===== src/sv/kfs_pkg.sv =====
// Shared constants, types and state codes of the keyframe sampler.
package kfs_pkg;

  localparam int MAX_KEYS = 64;
  localparam int IDX_W    = (MAX_KEYS > 1) ? $clog2(MAX_KEYS) : 1;
  localparam int CNT_W    = $clog2(MAX_KEYS + 1);
  localparam int FRAC_W   = 16;
  localparam int DCNT_W   = $clog2(FRAC_W);

  localparam logic OP_WRITE  = 1'b0;
  localparam logic OP_SAMPLE = 1'b1;

  localparam logic [1:0] ST_OK       = 2'd0;
  localparam logic [1:0] ST_EMPTY    = 2'd1;
  localparam logic [1:0] ST_ZERO_SEG = 2'd2;

  // One key: time stamp and four Q16.16 components (x in entry 0).
  typedef struct packed {
    logic [31:0]      stamp;
    logic [3:0][31:0] comp;
  } key_t;

  // Controls that the sequencer hands to every cell.
  typedef struct packed {
    logic shift;
    logic wr;
  } cell_ctrl_t;

  typedef enum logic [2:0] {
    S_IDLE,
    S_SCAN,
    S_CHECK,
    S_DIV,
    S_MUL,
    S_EMIT
  } state_e;

endpackage


===== src/sv/kfs_cell.sv =====
// One key cell of the rotating key ring.
module kfs_cell (
  input  logic                clk_i,
  input  kfs_pkg::cell_ctrl_t ctrl_i,
  input  kfs_pkg::key_t       wr_key_i,
  input  kfs_pkg::key_t       next_key_i,
  output kfs_pkg::key_t       key_o
);

  kfs_pkg::key_t key_q;

  // Rotate toward the head during a scan, otherwise take a direct write.
  always_ff @(posedge clk_i) begin
    if (ctrl_i.shift) begin
      key_q <= next_key_i;
    end else if (ctrl_i.wr) begin
      key_q <= wr_key_i;
    end
  end

  assign key_o = key_q;

endmodule


===== config.mk =====
export PLATFORM = sky130hd
export DESIGN_NAME = kfs_cell
export DESIGN_NICKNAME = d
export VERILOG_FILES = /design/src/sv/kfs_pkg.sv /design/src/sv/kfs_cell.sv
export SDC_FILE = /design/constraint.sdc
export NUM_CORES = 1
export LEC_CHECK = 0
export BUFFER_PORTS_ARGS = -buffer_cell sky130_fd_sc_hd__buf_4
export CAP_MARGIN = 15
export CORE_AREA = 4 4 186 188
export DETAILED_ROUTE_END_ITERATION = 6
export DIE_AREA = 0 0 190 192
export PLACE_DENSITY = 0.58
export SLEW_MARGIN = 15
export SYNTH_ARGS = -nofsm -noshare
export SYNTH_HDL_FRONTEND = slang
export SYNTH_SLANG_ARGS = --single-unit
export TNS_END_PERCENT = 1

===== constraint.sdc =====
create_clock -name clk_i -period 6.8 [get_ports clk_i]
set_clock_uncertainty 0.2 [all_clocks]
set_input_delay 0.68 -clock clk_i [delete_from_list [all_inputs] [get_ports clk_i]]
set_output_delay 0.68 -clock clk_i [all_outputs]
set_load 0.01 [all_outputs]

==> out/qor.csv <==
stage,metric,value,unit
clock_network,Resized cells post-CTS,0,
layout,final net count,1149,
layout,layout cells sized above 1,0.803,
clock_network,TritonCTS Buffers,17,
detailed_routing,Routed WL per cell,17.3,µm
global_routing,met2 Use GR,0.199,
worst_setup_path,Worst setup EP type,flip-flop,
synth,Yosys warning total,0,
detailed_routing,via count,4880,
placement,pre-CTS WS,3.83,ns
die,Die Area,36500,µm²
layout,diode count,0,
global_routing,Most Crowded Layer GR,met2,
die,area of the core,33100,µm²
clock_network,Root Buffer Master,clkbuf_16,
global_routing,number of global-route vias before repair,5179,
global_routing,largest net degree at the start of global routing,71,
pwr,Peak VDD IR,0.153,mV
layout,Finished Core Util,0.354,
sta,Final Hold Viols,0,
layout,Seq. cell area,4800,µm²
die,std cell rows,67,
global_routing,Total GRT Usage,0.112,
min_path,Hold Path Class,in2reg,
sta,fmax,399,MHz
die,IO Pins,483,
synth,sequential share of the synthesized area,0.676,
detailed_routing,Via density,3.79,
global_routing,M1 GR Usage,0.116,
die,initial core utilization,0.215,
worst_setup_path,CP Launch Type,primary input,
layout,Finished Layout Cells,1286,
clock_network,hold_buf cts,0,
clock_network,H-tree depth,4,
clock_network,clk sinks,160,
worst_setup_path,CP required,6.64,ns
detailed_routing,starting DRC count in detailed routing,125,
sta,Fin Setup TNS,0,ns
detailed_routing,DRC,0,
clock_network,Worst-path clk slew,0.07,ns
layout,"commonest non-fill, non-tap cell in the layout",buf_4,
synth,Netlist cell types,6,
global_routing,global-route wire length before repair,30500,µm
global_routing,routing usage on met3,0.0565,
sta,setup ws final,4.29,ns
worst_setup_path,WS Path Type,in2reg,
pwr,Pleak,5.24,nW
clock_network,Max Buffers Root-to-Sink,2,
clock_network,CTS tree,built,
worst_setup_path,CP arrival,2.35,ns
synth,Syn Nets,662,
sta,RSZ-0062 raised after global routing,false,
synth,Syn Inst Count,339,
layout,"Design Area, Final",11700,µm²
sta,period utilization,0.369,
outcome,status,"finished, final reports clean",
detailed_routing,Antenna Violating Nets Remaining,0,
synth,Syn Std Cell Area,7110,µm²
layout,most frequent cells in the layout,"buf_4, edfxtp_1, mux2_4",
detailed_routing,final WL,22300,µm
sta,Final setup viols,0,
sta,Slew @ Worst Pin,0.978,ns
layout,# fillers,3276,
layout,multi-input logic area,2140,µm²
layout,Layout area overhead,64.9,%
placement,Area after DPL,11200,µm²
sta,Hold WS,0.352,ns
die,Die Span Y,192,µm
sta,max-slew violations,0,
synth,register bit count reported by yosys,160,
placement,dpl cells,1255,
worst_setup_path,Worst Path Max Fanout,70,
placement,gp weighted congestion,0.745,
global_routing,antenna violations before repair,0,
pwr,Cell Pwr Density,232,nW/µm²
die,die width,190,µm
sta,Final Critical Period,2.51,ns
sta,relative slew slack,0.348,
layout,max reg flops,160,
run,Max-Cap Viols,0,
detailed_routing,DRT Pass-1 Iters,4,
synth,Post-Syn Area per Cell,21.0,µm²
pwr,Pwr Total,2.72,mW
global_routing,grt ovf,0,
clock_network,postcts setup bufs,0,
placement,I/O Buffers,482,
cell usage after synthesis:
master | instances | area share
buf_6 | 11 | 0.017
edfxtp_1 | 160 | 0.68
buf_2 | 7 | 0.0049
or2_1 | 1 | 0.00088
mux2_4 | 89 | 0.19
mux2_2 | 71 | 0.11
worst paths after layout:
check,start,endpoint,depth (start not counted)
worst max-delay path,ctrl_i[1],key_o[76]$_DFFE_PP_,3
worst min-delay path,next_key_i[144],key_o[144]$_DFFE_PP_,2
power breakdown:
part | switching (mW) | internal (mW) | total, mW
logic | 0.199 | 0.334 | 0.533
registers | 0.0334 | 1.21 | 1.25
clock network | 0.402 | 0.535 | 0.937
per-layer routing:
layer	vias to the layer above	share of wire
met5	-	0
met4	0	0.015
met3	15	0.12
met2	290	0.52
met1	2267	0.35
li1	2308	-
worst max-delay path, cell delays in order:
cell and delay, ns:
clkbuf_8 0.39, or2_4 0.41, buf_4 0.74
logic make-up after synthesis:
family / synth area share
buffers and inverters: 0.0224
DFF: 0.676
muxes: 0.301
and+or+nand+nor: 0.000881
layout make-up:
class                           count  area share
Tap cell                          448      0.0478
Clock inverter                     12      0.0101
Multi-Input combinational cell    161       0.183
Timing Repair Buffer              486       0.312
Sequential cell                   160       0.410
Clock buffer                       19      0.0370
Note: power is estimated with default switching activity, not from simulation.
